<file path="config.mk">
export PLATFORM = sky130hd
export DESIGN_NAME = vt4_queue
export DESIGN_NICKNAME = d
export VERILOG_FILES = /design/src/hw/rtl/vt4_pkg.sv /design/src/hw/rtl/vt4_queue.sv
export SDC_FILE = /design/constraint.sdc
export NUM_CORES = 1
export LEC_CHECK = 0
export ABC_AREA = 1
export BUFFER_PORTS_ARGS = -buffer_cell sky130_fd_sc_hd__buf_4
export CORE_AREA = 2 2 502 504
export CTS_CLUSTER_DIAMETER = 30
export CTS_CLUSTER_SIZE = 30
export DETAILED_ROUTE_END_ITERATION = 10
export DIE_AREA = 0 0 504 506
export SYNTH_ARGS = -nofsm -noshare
export SYNTH_HDL_FRONTEND = slang
export SYNTH_SLANG_ARGS = --single-unit
export TNS_END_PERCENT = 30
</file>
<file path="constraint.sdc">
create_clock -name clk -period 40.5 [get_ports clk]
set_input_delay 2.025 -clock clk [delete_from_list [all_inputs] [get_ports clk]]
set_output_delay 2.025 -clock clk [all_outputs]
set_load 0.01 [all_outputs]
</file>
<file path="src/hw/rtl/vt4_pkg.sv">
// Shared types, constants and helpers for the 4x4 vertex transform.
package vt4_pkg;

  localparam int DATA_W        = 32;
  localparam int FRAC_BITS_DEF = 16;
  localparam int MAT_N         = 16;

  typedef enum logic [1:0] {
    CMD_LOAD  = 2'd0,
    CMD_POINT = 2'd1,
    CMD_VEC4  = 2'd2
  } vt4_cmd_t;

  typedef struct packed {
    logic [1:0]         cmd;
    logic [3:0]         elem_index;
    logic signed [31:0] elem_value;
    logic signed [31:0] in_x;
    logic signed [31:0] in_y;
    logic signed [31:0] in_z;
    logic signed [31:0] in_w;
  } vt4_in_t;

  typedef struct packed {
    logic signed [31:0] out_x;
    logic signed [31:0] out_y;
    logic signed [31:0] out_z;
    logic signed [31:0] out_w;
    logic               div_zero;
    logic               overflow;
  } vt4_out_t;

  // one transform job, with the matrix as it stood when the item arrived
  typedef struct packed {
    logic                        point;
    logic signed [31:0]          x;
    logic signed [31:0]          y;
    logic signed [31:0]          z;
    logic signed [31:0]          w;
    logic [MAT_N-1:0][31:0]      mat;
  } vt4_job_t;

  localparam logic signed [31:0] S32_MAX = 32'sh7fff_ffff;
  localparam logic signed [31:0] S32_MIN = 32'sh8000_0000;

  function automatic logic [31:0] abs32(input logic signed [31:0] v);
    return v[31] ? (~v + 32'd1) : v;
  endfunction

endpackage

</file>
<file path="src/hw/rtl/vt4_queue.sv">
// Two-entry job queue between front and back end.
module vt4_queue (
  input  logic               clk,
  input  logic               rst,
  input  logic               push,
  input  vt4_pkg::vt4_job_t  push_job,
  output logic               full,
  output logic               pop_valid,
  input  logic               pop_ready,
  output vt4_pkg::vt4_job_t  pop_job
);

  vt4_pkg::vt4_job_t mem [2];
  logic       wr_ptr;
  logic       rd_ptr;
  logic [1:0] count;
  logic       pop;

  assign full      = (count == 2'd2);
  assign pop_valid = (count != 2'd0);
  assign pop       = pop_valid && pop_ready;
  assign pop_job   = mem[rd_ptr];

  always_ff @(posedge clk) begin
    if (push) begin
      mem[wr_ptr] <= push_job;
    end
  end

  always_ff @(posedge clk) begin
    if (rst) begin
      wr_ptr <= 1'b0;
      rd_ptr <= 1'b0;
      count  <= 2'd0;
    end else begin
      if (push) wr_ptr <= !wr_ptr;
      if (pop)  rd_ptr <= !rd_ptr;
      if (push && !pop)      count <= count + 2'd1;
      else if (pop && !push) count <= count - 2'd1;
    end
  end

endmodule

</file>
Yosys cells after proc, flatten, opt, wreduce, memory -nomap -nowiden --
Memory sizes are Yosys's and may differ from the RTL's. A register that Yosys moved wholly into a read port is not among the register bits. Index checks and enable logic that the tools add are counted.
Cells by class: add/subtract/negate cells 2, equality and inequality tests 1, muxes and demuxes 6, reductions and logical operators 9
Operators with widths (number):
- $logic_not A1 Y1 | 4
- $mux W1 | 4
- $mux W2 | 2
- $reduce_bool A2 Y1 | 2
- $logic_and A1 B1 Y1 | 3
- $add A2 B1 Y2 const B | 1
- $eq A2 B2 Y1 const B | 1
- $sub A2 B1 Y2 const B | 1
Storage, ports and cells: register bits 4, memory bits (writable) 1282, output and inout bits 643, memories 1
Memories:
- mem | depth 2, bits a word 641, rd ports 1, clocked after memory_dff 1, write ports 1, RTL line vt4_queue.sv:13 | vt4_pkg::vt4_job_t mem [2];

Longest topological paths before layout --
depth in word-level cells 5, mapped depth 10, depth with buffers taken out 10

Worst setup path before layout --
Ideal clock, no wire load.
path type input-to-reg, start point input port push, end point memory mem[0][0] (netlist bit), enable pin, arrival 28819 ps, required time 38819 ps, setup slack 10000 ps, cell stages on the path 2, buffers on the path 0, cells stage by stage inv_1 > nor2_1
On the way: longest elaborated chain between the ends 2
Ends and longest elaborated chain:
- start: declaration | RTL line vt4_queue.sv:5 | input logic push,
- $mux W1 | RTL line vt4_queue.sv:25 | if (push) begin
- $mux W1 (not written as such) | RTL line vt4_queue.sv:26 | mem[wr_ptr] <= push_job;
- end: declaration | RTL line vt4_queue.sv:13
No other way between the ends.

==> run metrics <==
Final TNS setup 0 ns; initial DRC count roughly 2.2k; commonest non-fill, non-tap cell in the layout buf_4; Routed Antenna Nets 0; HP Class reg -> reg; commonest cells after routing, fill and taps aside buf_4 (1313), edfxtp_1 (1282), clkbuf_16 (301); Gate power share 0.112; final period utilization 0.166; WP buf/inv 4; global-route wire length before repair approximately 250000 um; #FFs+latches synth approximately 1.3k; cts hold-fix bufs 0; Clock Pin Slew Worst Setup and Hold Paths 0.04 ns; CTS tree yes; Ports ~1.3k; all-layer global routing usage 0.142; Post-Synth XOR/XNOR Area 0; R2R cell count 5; largest family of logic cells by synthesized area multiplexers; vias in the first global route between 20k and 30k; Via density between 3 and 4; Syn-to-layout area delta 49.0%; Largest stage delay, worst path 0.82 ns; sequential share of power 0.360; 1st-pass router iterations 5; Syn Area/Cell between 20 and 25 um2; max-cap violation count 0; CTS Sinks ~1.3k; routing usage on met2 0.221; Max-slew headroom 0.191; clock skew roughly 0.085 ns; met1 usage 0.156; status completed; clk buf depth 4; Sw Share 0.231; switching power between 0.001 and 0.0015 W; CP Max Fanout ~140; post-synthesis cell type count 18; Clk pwr share 0.528; CP Capture Type output port; Root Buffer clkbuf_16; adder-cell area share of the yosys netlist 0.000264; cell count after synthesis 2029; Synth Area in Compound Gates 0.000317; setup slack, reg-to-reg 36.28 ns; Simple-Gate Fraction of Synth Area 0.00156; CP top delay family buffers and inverters; Initial Utilization 0.190; Hold Worst Slack between 0.5 and 0.6 ns; setup violators final 0; Critical R2R Capture mem[1][332]; die area roughly 260000 um2; final instance area approximately 71000 um2; power per cell area slightly above 60 nW/um2; worst path required time 38.47 ns; hold path cells 2; Vias ~27k; final wirelength 188000 um; Internal Power 0.00336 W; fin. max-slew vios 0; grt total ovfl 0; Worst R2R Start wr_ptr; share of cells above drive strength 1 0.552; CTS resizes 0; FMAX between 100 and 150 MHz; clk_lat worst skew ~0.89 ns; unrepaired setup endpoints after global routing false; wire length per cell after detailed routing 26.2 um; Slew @ Worst Pin approximately 1.2 ns; die height 506 um; number of H-tree levels 5; Core Region approximately 250000 um2; Data arrival, critical path approximately 4.7 ns; Nets 4221; # port buffers 1287; post-synthesis cell area around 47000 um2; Final HPWL DP roughly 150000 um; Die X about 500 um; most used routing layer met2; Startpoint Class register; Inserted Clock Buffers roughly 300; maximum vdd drop approximately 0.051 mV; cell mode on critical path buf_4; standard-cell rows between 150 and 200; min Tclk post-route roughly 6.7 ns; Synth Net Count ~2.7k; crit path cell chain buf_4, buf_4, buf_12, mux2_1, buf_4; initial antenna violation count about 150; Leakage Power ~26 nW; routability cong. between 0.9 and 1; Final Hold Vio Count 0; register area share after synthesis 0.814; residual DRC count 0; setup bufs post-CTS 0; DP Area about 61000 um2; largest net degree at the start of global routing between 150 and 200; slowest CP cell dfxtp_4; HP Start rd_ptr; post-synthesis mux area share 0.167; number of synthesis warnings 0; M3 GR Usage 0.0801; Setup CP Type reg -> out
flip-flops by register name, indices dropped and copies added (netlist names), named ones only:
signal and cells:
count 2, wr_ptr 1, mem 1282, rd_ptr 1
synthesized netlist by cell type:
master / n / share of area
buf_6: 44 / 0.010
dfxtp_1: 5 / 0.0021
nand3_1: 2 / 0.00021
mux2_2: 151 / 0.036
mux2_1: 300 / 0.071
ha_1: 1 / 0.00026
mux2_4: 190 / 0.060
buf_8: 10 / 0.0032
nand2_1: 8 / 0.00063
inv_1: 8 / 0.00063
nor2_1: 6 / 0.00048
buf_4: 1 / 0.00016
buf_2: 16 / 0.0017
a21oi_1: 2 / 0.00021
nand4_1: 1 / 0.00013
nor3_1: 1 / 0.00011
o21ai_0: 1 / 0.00011
edfxtp_1: 1282 / 0.81
final cells by class:
type / instances / area, um2
diodes: 40 / 100
clock buffers: 332 / 7650
clock inverters: 190 / 2070
fillers: 25006 / 179000
inverters: 8 / 37.5
multi-input cells: 663 / 8040
flip-flops and latches: 1287 / 38600
well taps: 3348 / 4190
repair buffers: 1316 / 9920
power groups by stage:
stage / combinational (W) / clock (W) / sequential [W]
after floorplan: 0.000233 / 0 / 0.00164
after global placement: 0.000498 / 0 / 0.00160
after detailed placement: 0.000501 / 0 / 0.00160
after CTS: 0.000504 / 0.00236 / 0.00158
after global routing: 0.000521 / 0.00243 / 0.00158
final: 0.000492 / 0.00231 / 0.00157
cell families after synthesis:
logic type	count (synthesis)
simple gates	18
buf+inv	79
compound gates	3
fa+ha+maj	1
mux	641
flops	1287
metrics by stage:
step                 util  setup slack, ns  total power, W  cells
detailed placement  0.243            34.54         0.00210   6622
global placement    0.243            34.62         0.00209   6622
finish              0.282            33.79         0.00438   7184
global route        0.282            33.48         0.00453   7153
floorplan               -             10.0         0.00188   2029
CTS                 0.282            33.62         0.00444   7144
tightest hold or removal path, stage by stage, from the launching register on:
cell     delay, ns
dfxtp_1       0.32
a21oi_1       0.06
nor2_1        0.09
how the worst max path moves through the flow:
stage / to / cells after the start
floorplan: mem[0][0] / 2
global placement: mem[1][624] / 6
detailed placement: mem[1][624] / 6
CTS: pop_job[301] / 5
global route: pop_job[338] / 5
finish: pop_job[324] / 5
layer usage:
metal  part of all wire  wire, um
met3               0.13     25200
met1               0.36     67700
met2               0.46     86100
met5             0.0032       604
met4              0.046      8660
Note: power is estimated with default switching activity, not from simulation.
