==> src/hw/rtl/vt4_pkg.sv <==
// Shared types, constants and helpers for the 4x4 vertex transform.
package vt4_pkg;

  localparam int DATA_W        = 32;
  localparam int FRAC_BITS_DEF = 16;
  localparam int MAT_N         = 16;

  typedef enum logic [1:0] {
    CMD_LOAD  = 2'd0,
    CMD_POINT = 2'd1,
    CMD_VEC4  = 2'd2
  } vt4_cmd_t;

  typedef struct packed {
    logic [1:0]         cmd;
    logic [3:0]         elem_index;
    logic signed [31:0] elem_value;
    logic signed [31:0] in_x;
    logic signed [31:0] in_y;
    logic signed [31:0] in_z;
    logic signed [31:0] in_w;
  } vt4_in_t;

  typedef struct packed {
    logic signed [31:0] out_x;
    logic signed [31:0] out_y;
    logic signed [31:0] out_z;
    logic signed [31:0] out_w;
    logic               div_zero;
    logic               overflow;
  } vt4_out_t;

  // one transform job, with the matrix as it stood when the item arrived
  typedef struct packed {
    logic                        point;
    logic signed [31:0]          x;
    logic signed [31:0]          y;
    logic signed [31:0]          z;
    logic signed [31:0]          w;
    logic [MAT_N-1:0][31:0]      mat;
  } vt4_job_t;

  localparam logic signed [31:0] S32_MAX = 32'sh7fff_ffff;
  localparam logic signed [31:0] S32_MIN = 32'sh8000_0000;

  function automatic logic [31:0] abs32(input logic signed [31:0] v);
    return v[31] ? (~v + 32'd1) : v;
  endfunction

endpackage

==> src/hw/rtl/vt4_front.sv <==
// Front end: accepts items, applies matrix loads, forwards transform jobs.
module vt4_front #(
  parameter int FRAC_BITS = vt4_pkg::FRAC_BITS_DEF
) (
  input  logic               clk,
  input  logic               rst,
  input  logic               in_valid,
  output logic               in_ready,
  input  vt4_pkg::vt4_in_t   in_data,
  input  logic               q_full,
  output logic               push,
  output vt4_pkg::vt4_job_t  push_job
);

  localparam logic [31:0] ONE = 32'd1 << FRAC_BITS;

  logic [vt4_pkg::MAT_N-1:0][31:0] mat;
  logic accept;
  logic is_load;
  logic is_xform;

  assign in_ready = !q_full;
  assign accept   = in_valid && in_ready;
  assign is_load  = (in_data.cmd == vt4_pkg::CMD_LOAD);
  assign is_xform = (in_data.cmd == vt4_pkg::CMD_POINT) || (in_data.cmd == vt4_pkg::CMD_VEC4);
  assign push     = accept && is_xform;

  always_ff @(posedge clk) begin
    if (rst) begin
      for (int c = 0; c < 4; c++) begin
        for (int r = 0; r < 4; r++) begin
          mat[c*4+r] <= (c == r) ? ONE : 32'd0;
        end
      end
    end else if (accept && is_load) begin
      mat[in_data.elem_index] <= in_data.elem_value;
    end
  end

  always_comb begin
    push_job.point = (in_data.cmd == vt4_pkg::CMD_POINT);
    push_job.x     = in_data.in_x;
    push_job.y     = in_data.in_y;
    push_job.z     = in_data.in_z;
    push_job.w     = in_data.in_w;
    push_job.mat   = mat;
  end

endmodule

==> config.mk <==
export PLATFORM = sky130hd
export DESIGN_NAME = vt4_front
export DESIGN_NICKNAME = d
export VERILOG_FILES = /design/src/hw/rtl/vt4_pkg.sv /design/src/hw/rtl/vt4_front.sv
export SDC_FILE = /design/constraint.sdc
export NUM_CORES = 1
export LEC_CHECK = 0
export BUFFER_PORTS_ARGS = -buffer_cell sky130_fd_sc_hd__buf_2
export CORE_AREA = 2 2 316 318
export DETAILED_ROUTE_END_ITERATION = 16
export DIE_AREA = 0 0 318 320
export PLACE_DENSITY = 0.49
export SLEW_MARGIN = 15
export SYNTH_ARGS = -nofsm -noshare
export SYNTH_HDL_FRONTEND = slang
export SYNTH_SLANG_ARGS = --single-unit
==> constraint.sdc <==
create_clock -name clk -period 2.1 [get_ports clk]
set_clock_uncertainty 0.15 [all_clocks]
set_input_delay 0.21 -clock clk [delete_from_list [all_inputs] [get_ports clk]]
set_output_delay 0.21 -clock clk [all_outputs]
set_load 0.01 [all_outputs]
Word-level counts from Yosys, hierarchy flattened
Cells that the tools add are included.
Widths: inputs -> output; s select.
Cells by class
  add/sub/neg operators: 0
  shift-type cells: 0
  mux-type cells: 3
  multiply operators: 0
  equality and inequality tests: 2
  bitwise operators: 0
  reduce and logical (&&, ||, !) cells: 7
  order comparisons: 2
  divide/modulo/power cells: 0
Operator list (count)
  $bwmux 512: 1
  $demux 32 s4: 1
  $mux 32: 1
  $lt 4x5->1 const B: 1
  $ge 4x1->1 const B: 1
  $logic_and 1x1->1: 4
  $eq 2x1->1 const B: 1
  $eq 2x2->1 const B: 1
  $logic_not 2->1: 1
  $logic_not 1->1: 1
  $logic_or 1x1->1: 1
Word-level totals
  ROM bits: 0
  register bits: 512
  RAM bits: 0
  bits in latches: 0
  output and inout bits: 643
  bits of input ports: 170
  memories: 0

Depth between registers and ports, before layout
Gate-level depths: netlist of the first run.
  depth after elaboration: 5
  depth in mapped cells: 8
  gate-level depth less buffers: 5

Worst setup path after synthesis of the first run
OpenSTA, ideal clock, no wires.
  path kind: input to register
  from: input in_data[164] in the netlist's numbering
  to: register mat, in the netlist push_job[65]
  path slack: 0.518 ns
  path buffers: 2
  stages on the path: 7
  arrival: 1.361 ns
  required time: 1.878 ns
  cell sequence: inv_1 > ha_1 > and4bb_1 > buf_6 > nand2_1 > buf_2 > mux2i_1
Between the ends
  word-level cells in the longest chain between the ends: 2
RTL lines
  start, declared: line vt4_front.sv:9  | input vt4_pkg::vt4_in_t in_data,
  $logic_not 2->1: line vt4_front.sv:24  | assign is_load = (in_data.cmd == vt4_pkg::CMD_LOAD);
  $logic_and 1x1->1: line vt4_front.sv:35  | end else if (accept && is_load) begin
  end signal, assigned by index: line vt4_front.sv:32  | mat[c*4+r] <= (c == r) ? ONE : 32'd0;
  end signal, assigned by index: line vt4_front.sv:36  | mat[in_data.elem_index] <= in_data.elem_value;
  end, declared: line vt4_front.sv:17  | logic [vt4_pkg::MAT_N-1:0][31:0] mat;
No other way between the ends.
A chain may end at the register's enable or synchronous reset.

==> results of run 1 <==
-- critical path: stages --
cell	delay, ps
sky130_fd_sc_hd__dlygate4sd3_1	560
sky130_fd_sc_hd__buf_8	180
sky130_fd_sc_hd__buf_12	190
sky130_fd_sc_hd__nor2_1	310
sky130_fd_sc_hd__mux2i_1	110
sky130_fd_sc_hd__dlygate4sd3_1	560
-- cell type report --
class | instances | area (um^2) | area share (%)
Timing Repair Buffer | 677 | 4424 | 16.28
Inverter | 3 | 11.26 | 0.04143
Sequential cell | 512 | 10250 | 37.71
Clock buffer | 90 | 1743 | 6.413
Multi-Input combinational cell | 1086 | 8877 | 32.66
Antenna cell | 1 | 2.502 | 0.009207
Clock inverter | 21 | 261.5 | 0.9621
Tap cell | 1287 | 1610 | 5.925
-- how the worst max path moves through the flow --
stage / cells after the start / from / slack, ps / endpoint
3_3_place_gp: 7 / in_data[164] / 70 / push_job[233]
6_report: 6 / rst / 330 / push_job[496]
5_1_grt: 9 / in_data[165] / 290 / push_job[496]
3_5_place_dp: 7 / in_data[165] / 80 / push_job[249]
2_1_floorplan: 7 / in_data[164] / 520 / push_job[65]
4_1_cts: 1 / push_job[63] / 330 / push_job[63]
-- power breakdown --
part	switching, uW	internal (uW)
Sequential	11.2	9730
Clock	4420	6230
Combinational	589	447
-- repair_timing --
action | CTS | global route
hold endpoints to repair | 493 | 0
gates resized for setup | 0 | 0
setup buffers | 0 | 0
hold buffers | 34 | 0
-- cells in the final DEF (no fill, tap or decap), drive strengths merged --
master / Yosys / routed
and2: 2 / 2
and3: 1 / 1
and4b: 1 / 1
and4bb: 1 / 1
buf: 208 / 643
bufinv: 0 / 4
clkbuf: 96 / 90
clkinv: 0 / 11
clkinvlp: 0 / 3
dfxtp: 512 / 512
diode: 0 / 1
dlygate4sd3: 0 / 34
ha: 2 / 2
inv: 3 / 6
mux2i: 512 / 512
nand2: 6 / 6
nand2b: 540 / 540
nand3: 6 / 6
nand4: 2 / 2
nand4b: 2 / 2
nor2: 6 / 6
nor2b: 2 / 2
nor3: 1 / 1
nor3b: 2 / 2
-- per-layer routing --
metal	vias up	wire length, um	global-route usage (%)
met1	6923	32230	17.53
li1	6939	-	-
met2	493	36340	24.38
met4	4	2427	5.492
met5	-	27	0
met3	153	6764	5.180
-- synthesized netlist by cell type, drive strengths merged --
cell type    n
and3         1
nand2        6
and4bb       1
clkbuf      96
mux2i      512
and4b        1
ha           2
and2         2
nand2b     540
nor3b        2
nand3        6
nor2b        2
nor2         6
nand4b       2
nor3         1
inv          3
nand4        2
buf        208
dfxtp      512
-- logic make-up after synthesis --
logic type	count (synthesis)	synth area share [%]
flops	512	48.92
fa+ha+maj	2	0.1194
simple gates	572	17.62
buf+inv	307	8.869
mux	512	24.46
-- metrics by stage --
step / area [um^2] / worst slack [ps] / util [%] / instances / total power [uW]
6_report: 27180 / 333.6 / 27.74 / 3677 / 21430
4_1_cts: 27180 / 328.5 / 27.74 / 3676 / 21840
3_3_place_gp: 24830 / 72.94 / 25.34 / 3531 / 10980
2_1_floorplan: 20950 / 517.5 / - / 1905 / 10700
5_1_grt: 27180 / 288.7 / 27.74 / 3676 / 22240
3_5_place_dp: 24830 / 78.30 / 25.34 / 3531 / 10980
==> reports/summary.log, run 1 <==
INFO  status         outcome=complete, no violations
INFO  final_layout   finalNetCount=2511
INFO  clock_tree     cts_root_buffer=sky130_fd_sc_hd__clkbuf_16
INFO  placed_design  port_buffers=556
INFO  drt            routed_wl=77790um
INFO  floorplan      die_width=318um
INFO  setup_path     timing.critical_path.from_type=input port
INFO  placed_design  place_congestion=0.7376
INFO  clock_tree     h-tree-depth=2
INFO  power_and_ir_drop power.density_cell_area=788.3nW/um^2
INFO  floorplan      die_area=101800um^2
INFO  synth          mappedNetlistArea=20950um^2
INFO  final_layout   areaGrowthSynthToFinish=29.74%
INFO  timing         fmaxAchievable=566.1MHz
INFO  synth          netlist-cell-type-count=25
INFO  drt            drt_drc_violations_left=0
INFO  final_layout   number_of_flip_flops_in_the_largest_register=512
INFO  global_route   grt_antenna_before_repair=6
INFO  floorplan      floorplan.initialDensity=21.38%
INFO  drt            detailedRoute.firstIterationViolations=633
INFO  clock_tree     worstSkewPairLatency=650ps
INFO  global_route   track_usage=14.74%
INFO  setup_path     regToRegStartpoint=push_job[496]
INFO  final_layout   drive_above_1_share=31.85%
INFO  clock_tree     clock_sinks=512
INFO  synth          number_of_nets_produced_by_synthesis=2077
INFO  synth          synth.yosys.seq_area_share=48.92%
INFO  final_layout   nFillCells=10274
INFO  synth          synth_warnings=0
INFO  timing         final.min_clock_period=1766ps
INFO  worst_hold_path hold_end=push_job[240]
INFO  setup_path     critPathMaxFanout=67
INFO  floorplan      floorplan.rows=115
INFO  timing         slew_violations=0
INFO  drt            routed-via-count=14512
INFO  drt            postRouteAntennaNets=0
INFO  timing         post-route-period-util=84.11%
INFO  clock_tree     clockBufferDepth=3
INFO  synth          ys_ff_latch=512
INFO  setup_path     r2r_slack=800ps
INFO  setup_path     critical_path_required=2500ps
INFO  clock_tree     cts_inserted_buffers=59
INFO  synth          synth_top_area_share=48.92%
INFO  timing         fin_tns_setup=0ps
INFO  global_route   grt_first_pass_wirelength=109600um
INFO  setup_path     r2r.worst_path.cells=3
INFO  timing         final-setup-viol-count=0
INFO  timing         worst_pin_slew=527.5ps
INFO  timing         report.final.hold_viol_count=0
INFO  global_route   overflow=0
INFO  floorplan      die-height=320um
INFO  setup_path     worst_ep_arrival_time=2160ps
INFO  setup_path     critPathCaptureType=flip-flop
INFO  clock_tree     worst_setup_hold_path_clk_slew=60ps
INFO  floorplan      pin_count=813
INFO  synth          synth_top_cell_by_area=sky130_fd_sc_hd__dfxtp_1
INFO  setup_path     critical_register_to_register_path_endpoint=push_job[496]
INFO  synth          synth_area_per_inst=11.00um^2
INFO  worst_hold_path hold_path.startpoint=in_data[160]
INFO  power_and_ir_drop vdd_ir_drop_max=0.4706mV
INFO  drt            post_drt_wl_per_cell=21.16um
INFO  worst_hold_path worstHoldPathCells=3
INFO  timing         maxSlewHeadroom=64.83%
INFO  placed_design  post-dp-hpwl=54320um
INFO  global_route   pin_count_of_the_biggest_net_entering_global_routing=76
INFO  synth          post_synth_main_area_contributors=sky130_fd_sc_hd__dfxtp_1 (49%), sky130_fd_sc_hd__mux2i_1 (24%), sky130_fd_sc_hd__nand2b_1 (16%), sky130_fd_sc_hd__buf_4 (5.5%), sky130_fd_sc_hd__clkbuf_1 (1.7%)
INFO  worst_hold_path worstHoldPathType=input port to flip-flop
INFO  synth          synth_cells=1905
INFO  drt            drt_pre_antenna_iters=4
INFO  clock_tree     cts_tree=done
INFO  global_route   grt_pass1_vias=14755
INFO  job            drv_cap=0
INFO  setup_path     timing.setup.critical_path_class=input port to flip-flop
INFO  timing         fin_hold_ws=161.6ps
INFO  timing         setup_repair_after_global_routing_missed_its_margin=false
INFO  power_and_ir_drop p_leak=0.01465uW
INFO  floorplan      placeableCoreArea=97990um^2
INFO  drt            vias_per_cell=3.947
(Power assumes the default switching activity.)
==> run 2: changes to the inputs <==
--- a/config.mk
+++ b/config.mk
@@ -5,10 +5,11 @@
 export SDC_FILE = /design/constraint.sdc
 export NUM_CORES = 1
 export LEC_CHECK = 0
+export ABC_AREA = 1
 export BUFFER_PORTS_ARGS = -buffer_cell sky130_fd_sc_hd__buf_2
-export CORE_AREA = 2 2 316 318
+export CORE_AREA = 2 2 317 319
 export DETAILED_ROUTE_END_ITERATION = 16
-export DIE_AREA = 0 0 318 320
+export DIE_AREA = 0 0 319 321
 export PLACE_DENSITY = 0.49
 export SLEW_MARGIN = 15
 export SYNTH_ARGS = -nofsm -noshare
==> constraint.sdc (replaced) <==
create_clock -name clk -period 1.65 [get_ports clk]
set_clock_uncertainty 0.15 [all_clocks]
set_input_delay 0.165 -clock clk [delete_from_list [all_inputs] [get_ports clk]]
set_output_delay 0.165 -clock clk [all_outputs]
set_load 0.01 [all_outputs]
==> run 2 against run 1 <==
Net effect: routed wire length rose by 25%; highest routed layer unchanged; non-clock buffer count rose by 82; synthesized cell count rose by 59%; sequential share of layout area fell by 1.7 points; final cell count rose by 32%; via count rose by 44%; sequential cell count did not move; first-iteration DRC count rose to 2.6 times the previous value; sequential power rose by 27%; core utilization rose by 1.0 points; area after synthesis rose by 0.35%; total power rose by 32%.
==> reports/summary.log, run 2 <==
INFO  power_and_ir_drop power.switching=7315uW
INFO  synth          synth_top_area_share=48.75%
INFO  floorplan      die_area=102400um^2
INFO  synth          dominant_combinational_cell_family_by_area_after_synthesis=simple AND/OR/NAND/NOR gates
INFO  floorplan      placeableCoreArea=99280um^2
INFO  synth          synth.mux.area_fraction=0%
INFO  final_layout   number_of_flip_flops_in_the_largest_register=512
INFO  setup_path     worst_ep_arrival_time=1270ps
INFO  synth          ys_ff_latch=512
INFO  clock_tree     clockBufferDepth=3
INFO  timing         setup_repair_after_global_routing_missed_its_margin=false
INFO  timing         final-setup-viol-count=0
INFO  final_layout   multiInputGateArea=8798um^2
INFO  final_layout   fin_util=28.73%
INFO  drt            postRouteAntennaNets=0
INFO  placed_design  place_congestion=0.7721
INFO  final_layout   drive_above_1_share=24.54%
INFO  timing         slew_violations=0
INFO  synth          synth_top_cell_by_area=sky130_fd_sc_hd__dfxtp_1
INFO  timing         fmaxAchievable=630.6MHz
INFO  synth          post_synth_main_area_contributors=sky130_fd_sc_hd__dfxtp_1 (49%), sky130_fd_sc_hd__nor2_1 (18%), sky130_fd_sc_hd__nand3_1 (12%), sky130_fd_sc_hd__nand2_1 (10%), sky130_fd_sc_hd__buf_4 (4.6%)
INFO  floorplan      pin_count=813
INFO  synth          mappedNetlistArea=21020um^2
INFO  placed_design  port_buffers=556
INFO  drt            drt_pre_antenna_iters=5
INFO  timing         report.final.hold_viol_count=0
INFO  drt            routed-via-count=20857
INFO  clock_tree     cts_tree=done
INFO  timing         maxSlewHeadroom=68.56%
INFO  setup_path     critPathMaxFanout=2
INFO  setup_path     regToRegStartpoint=push_job[415]
INFO  global_route   pin_count_of_the_biggest_net_entering_global_routing=86
INFO  setup_path     worst_path_dominant_cell_family=flip-flops
INFO  timing         final_critical_path_setup_slack=64.14ps
INFO  global_route   grt_pass1_vias=18870
INFO  synth          count_of_flip_flops_with_a_built_in_enable_after_synthesis=0
INFO  global_route   grt_first_pass_wirelength=135600um
INFO  timing         final.min_clock_period=1586ps
INFO  setup_path     critPathCaptureType=output port
INFO  placed_design  dp_cells=4674
INFO  clock_tree     worst_setup_hold_path_clk_slew=60ps
INFO  final_layout   layout_commonest_cell=sky130_fd_sc_hd__nor2_1
INFO  power_and_ir_drop vdd_ir_drop_max=0.7812mV
INFO  clock_tree     cts_inserted_buffers=60
INFO  synth          yosysMostFrequentCell=sky130_fd_sc_hd__nor2_1
INFO  power_and_ir_drop power.share.sequential=43.8%
INFO  power_and_ir_drop clock_power_share=48.6%
INFO  placed_design  post-dp-hpwl=65900um
INFO  power_and_ir_drop internal_power_summed_over_all_cells=21070uW
INFO  setup_path     timing.critical_path.from_type=flip-flop
INFO  floorplan      floorplan.initialDensity=21.18%
INFO  floorplan      die-height=321um
INFO  synth          synth_compound_gate_area_share=0.8094%
INFO  drt            post_drt_wl_per_cell=20.15um
INFO  setup_path     max_stage_delay=330ps
INFO  drt            drt_drc_violations_left=0
INFO  clock_tree     cts_root_buffer=sky130_fd_sc_hd__clkbuf_16
INFO  drt            detailedRoute.firstIterationViolations=1615
INFO  synth          synthArstFlopShare=0%
INFO  setup_path     crit_slowest_cell=sky130_fd_sc_hd__dfxtp_1
INFO  power_and_ir_drop comb_power_share=7.5%
INFO  setup_path     setup.worst_path.start=push_job[223]
INFO  timing         worst_pin_slew=470.5ps
INFO  clock_tree     worstSkewPairLatency=650ps
INFO  final_layout   nFillCells=10987
INFO  power_and_ir_drop p_leak=0.01298uW
INFO  worst_hold_path hold_path.startpoint=in_valid
INFO  setup_path     path_cells=buf_2
INFO  setup_path     timing.setup.critical_path_class=flip-flop to output port
INFO  synth          synth_ff_type=sky130_fd_sc_hd__dfxtp_1
INFO  worst_hold_path worstHoldPathType=input port to flip-flop
INFO  timing         fin_hold_ws=70.71ps
INFO  job            drv_cap=0
INFO  synth          netlist-cell-type-count=15
INFO  global_route   overflow=0
INFO  status         outcome=complete, no violations
INFO  clock_tree     clock_sinks=512
INFO  drt            routed_wl=97430um
INFO  timing         post-route-period-util=96.11%
INFO  clock_tree     h-tree-depth=2
INFO  synth          synth_cells=3034
INFO  floorplan      floorplan.rows=116
INFO  power_and_ir_drop switching_share=25.77%
INFO  setup_path     critical_path_required=1330ps
INFO  synth          synth_warnings=0
INFO  synth          synth_area_per_inst=6.929um^2
INFO  final_layout   layout.cells.non_filler=4836
INFO  global_route   track_usage=18.21%
INFO  synth          area_share_of_and_or_nand_nor_cells_after_synthesis=40.05%
INFO  placed_design  worst_slack_at_placement=-197.4ps
INFO  final_layout   finalNetCount=3658
INFO  synth          synth_adder_area_share=0.1190%
INFO  final_layout   layout_common_cells=sky130_fd_sc_hd__nor2_1 (991), sky130_fd_sc_hd__nand2_1 (566), sky130_fd_sc_hd__buf_2 (555)
INFO  final_layout   areaGrowthSynthToFinish=35.68%
INFO  synth          number_of_nets_produced_by_synthesis=3206
INFO  synth          yosys-top-cells-count=sky130_fd_sc_hd__nor2_1 (1014), sky130_fd_sc_hd__nand2_1 (566), sky130_fd_sc_hd__dfxtp_1 (512), sky130_fd_sc_hd__nand3_1 (484), sky130_fd_sc_hd__buf_4 (128)
INFO  final_layout   ff_latch_area=10260um^2
INFO  global_route   grt_antenna_before_repair=9
INFO  synth          yosys.area_share.xor_xnor=0%
INFO  setup_path     worstPathBufferInverterCount=1
INFO  floorplan      die_width=319um
INFO  drt            vias_per_cell=4.313
INFO  synth          synth.yosys.seq_area_share=48.75%
INFO  power_and_ir_drop power.density_cell_area=995.2nW/um^2
-- run 2: cell types whose count changed after synthesis, moves of 57 or more --
cell and delta:
sky130_fd_sc_hd__nand2b_1 -540, sky130_fd_sc_hd__nor2_1 +1008, sky130_fd_sc_hd__nand2_1 +565, sky130_fd_sc_hd__buf_2 +57
sky130_fd_sc_hd__nand3_1 +484, sky130_fd_sc_hd__mux2i_1 -512
-- run 2: worst min-delay path, cell delays in order --
cell	delay, ps
sky130_fd_sc_hd__buf_2	130
sky130_fd_sc_hd__nand3_4	160
sky130_fd_sc_hd__inv_8	60
sky130_fd_sc_hd__buf_12	150
sky130_fd_sc_hd__nand3_1	80
sky130_fd_sc_hd__nand3_1	60
-- run 2: routing by layer --
layer  vias up  GRT usage (%)  wire, um
li1      10255              -         -
met1      9521          23.03     41970
met2       864          28.88     43410
met3       211          4.615      7251
met4         6          8.795      4761
met5         -              0        41
-- run 2: logic make-up after synthesis --
group,after synthesis
adders and majority gates,2
DFF,512
and+or+nand+nor,2073
AOI/OAI and AO/OA,34
buffers and inverters,413
-- run 2: final cells by class --
class                           count  area share [%]
Sequential cell                   512           35.96
Multi-Input combinational cell   2109           30.84
Timing Repair Buffer              759           19.74
Clock buffer                       84           6.035
Tap cell                         1298           5.693
Clock inverter                     29           1.088
Inverter                           44          0.6316
Antenna cell                        1        0.008772
-- run 2: what timing repair did --
item	CTS	global route
pin swaps	0	1
hold buffers	45	0
cloned	0	0
resized for setup	7	2
endpoints found under the setup margin	6	2
buffers inserted	0	3
endpoints found under the hold margin	490	0
-- run 2: metrics by stage --
stage / power (uW) / setup TNS [ps] / cell area (um^2)
after CTS: 28810 / 0 / 28490
after global routing: 29450 / 0 / 28520
after detailed placement: 14790 / -61170 / 26000
final: 28390 / 0 / 28530
after floorplan: 13940 / 0 / 21020
after global placement: 14790 / -57750 / 26000
-- run 2: final timing paths --
kind	cells past startpoint	endpoint	slack [ps]
worst max-delay path	1	push_job[223]	60
worst min-delay path	6	push_job[336]	70
worst max register to register	2	push_job[415]	860
worst min register to register	2	push_job[496]	310
-- run 2: power groups by stage --
| stage | sequential (uW) | combinational (uW) | clock, uW |
|---|---|---|---|
| final | 12400 | 2140 | 13800 |
| after global routing | 12400 | 2300 | 14700 |
| after CTS | 12400 | 2150 | 14200 |
| after detailed placement | 12700 | 2070 | 0 |
| after global placement | 12700 | 2070 | 0 |
| after floorplan | 12700 | 1200 | 0 |
==> run 3: changes to the inputs <==
==> constraint.sdc (replaced) <==
create_clock -name clk -period 1.65 [get_ports clk]
set_clock_uncertainty 0.15 [all_clocks]
set_input_delay 0.0825 -clock clk [delete_from_list [all_inputs] [get_ports clk]]
set_output_delay 0.0825 -clock clk [all_outputs]
set_load 0.01 [all_outputs]
==> run 3 against run 2 <==
Net effect: critical path depth is 7 higher; clock power about the same; critical path type is now input port to flip-flop; combinational power barely moved; first-iteration DRC count grew 7.6%; final cell count is 2.0% higher; sequential cell count is the same; cell area increased by 3.1%; global-route usage is 0.54 points higher.
==> reports/summary.log, run 3 (synthesized netlist as in run 2, its figures left out) <==
INFO  status         outcome=complete, no violations
INFO  drt            routed_wl=100400um
INFO  setup_path     timing.critical_path.from_type=input port
INFO  timing         fin_hold_ws=1.631ps
INFO  setup_path     regToRegStartpoint=push_job[415]
INFO  setup_path     crit_slowest_cell=sky130_fd_sc_hd__dlygate4sd3_1
INFO  drt            detailedRoute.firstIterationViolations=1738
INFO  drt            met2_length=45670um
INFO  placed_design  post-dp-hpwl=67440um
INFO  final_layout   layout_common_cells=sky130_fd_sc_hd__nor2_1 (991), sky130_fd_sc_hd__nand2_1 (566), sky130_fd_sc_hd__buf_2 (556)
INFO  global_route   overflow=0
INFO  setup_path     timing.setup.critical_path_class=input port to flip-flop
INFO  timing         fmaxAchievable=615.5MHz
INFO  floorplan      floorplan.initialDensity=21.18%
INFO  job            drv_cap=0
INFO  setup_path     worst_ep_arrival_time=2030ps
INFO  clock_tree     cts_tree=done
INFO  final_layout   number_of_flip_flops_in_the_largest_register=512
INFO  floorplan      placeableCoreArea=99280um^2
INFO  drt            routed-via-count=21608
INFO  timing         maxSlewHeadroom=69.42%
INFO  final_layout   fin_util=29.64%
INFO  global_route   grt_antenna_before_repair=8
INFO  placed_design  port_buffers=556
INFO  setup_path     critPathCaptureType=flip-flop
INFO  timing         report.final.hold_viol_count=0
INFO  final_layout   finalNetCount=3756
INFO  setup_path     setup.worst_path.start=rst
INFO  drt            top_signal_layer_used=met5
INFO  worst_hold_path worstHoldPathType=input port to flip-flop
INFO  timing         worst_pin_slew=458.2ps
INFO  timing         final-setup-viol-count=0
INFO  placed_design  place_congestion=0.7739
INFO  power_and_ir_drop vdd_ir_drop_max=0.7892mV
INFO  floorplan      die_area=102400um^2
INFO  drt            m1WireLength=41910um
INFO  setup_path     max_stage_delay=540ps
INFO  setup_path     critPathMaxFanout=26
INFO  clock_tree     clock_sinks=512
INFO  final_layout   drive_above_1_share=24.05%
INFO  floorplan      die-height=321um
INFO  final_layout   layout_commonest_cell=sky130_fd_sc_hd__nor2_1
INFO  setup_path     path_cells=dlygate4sd3_1, buf_2, clkinv_8, buf_16, buf_16, nand2_1, nor2_1, dlygate4sd3_1
INFO  floorplan      pin_count=813
INFO  power_and_ir_drop power.density_cell_area=967.0nW/um^2
INFO  drt            vias_per_cell=4.380
INFO  global_route   grt_pass1_vias=20029
INFO  clock_tree     cts_root_buffer=sky130_fd_sc_hd__clkbuf_16
INFO  drt            post_drt_wl_per_cell=20.36um
INFO  global_route   track_usage=18.75%
INFO  drt            drt_drc_violations_left=0
INFO  setup_path     critical_path_required=2050ps
INFO  timing         final.min_clock_period=1625ps
INFO  worst_hold_path hold_path.startpoint=in_data[160]
INFO  floorplan      die_width=319um
INFO  drt            drt_pre_antenna_iters=5
INFO  floorplan      floorplan.rows=116
INFO  clock_tree     h-tree-depth=2
INFO  clock_tree     clockBufferDepth=3
INFO  clock_tree     cts_inserted_buffers=59
INFO  drt            routed-wl-met3=8813um
INFO  global_route   pin_count_of_the_biggest_net_entering_global_routing=58
INFO  drt            postRouteAntennaNets=0
INFO  clock_tree     worstSkewPairLatency=660ps
INFO  clock_tree     worst_setup_hold_path_clk_slew=70ps
INFO  timing         post-route-period-util=98.47%
INFO  global_route   grt_first_pass_wirelength=140200um
INFO  timing         slew_violations=0
INFO  power_and_ir_drop p_leak=0.01324uW
INFO  final_layout   areaGrowthSynthToFinish=39.95%
## run 3: metal layers
metal  track usage [%]  up-vias
met5                 0        -
met4             7.484        8
met3             5.717      203
met2             30.20      888
met1             23.33    10056
li1                  -    10453
## run 3: timing repair
item | 4_1_cts | 5_1_grt
buffers inserted | 0 | 5
endpoints found under the setup margin | 0 | 40
endpoints found under the hold margin | 508 | 0
hold buffers | 137 | 0
gates resized for setup | 0 | 12
## run 3: cell type report
class / instances / area (um^2)
antenna: 1 / 2.502
clock buffer: 84 / 1742
clock inverter: 27 / 299.0
fill: 10932 / 69850
inverter: 44 / 185.2
multi-input combinational: 2109 / 8801
sequential: 512 / 10250
tap: 1298 / 1624
timing repair buffer: 858 / 6518
## run 3: final timing paths
kind,slack (ps),endpoint,depth (start not counted)
worst max-delay path,30,push_job[191],8
worst min-delay path,2,push_job[206],7
worst max register to register,320,push_job[415],3
worst min register to register,320,push_job[76],2
## run 3: critical path, delay by kind of cell
kind,cells,cell delay [ps]
buffers and inverters,6,1770
AND/OR/NAND/NOR,2,130
## run 3: per-stage QoR
stage	cell area [um^2]	total power (uW)	setup TNS (ps)	cells	worst slack [ps]
finish	29420	28450	0	4933	25.18
global route	29420	29520	-1.844	4932	-1.844
CTS	29280	28880	0	4927	1.225
detailed placement	25870	14770	-39570	4679	-157.5
global placement	25870	14760	-29680	4679	-115.2
floorplan	21020	13940	0	3034	184.0
## run 3: power breakdown
group	switching, uW	internal [uW]
sequential	32.9	12400
clock	5870	8010
combinational	1420	710
total	7320	21100
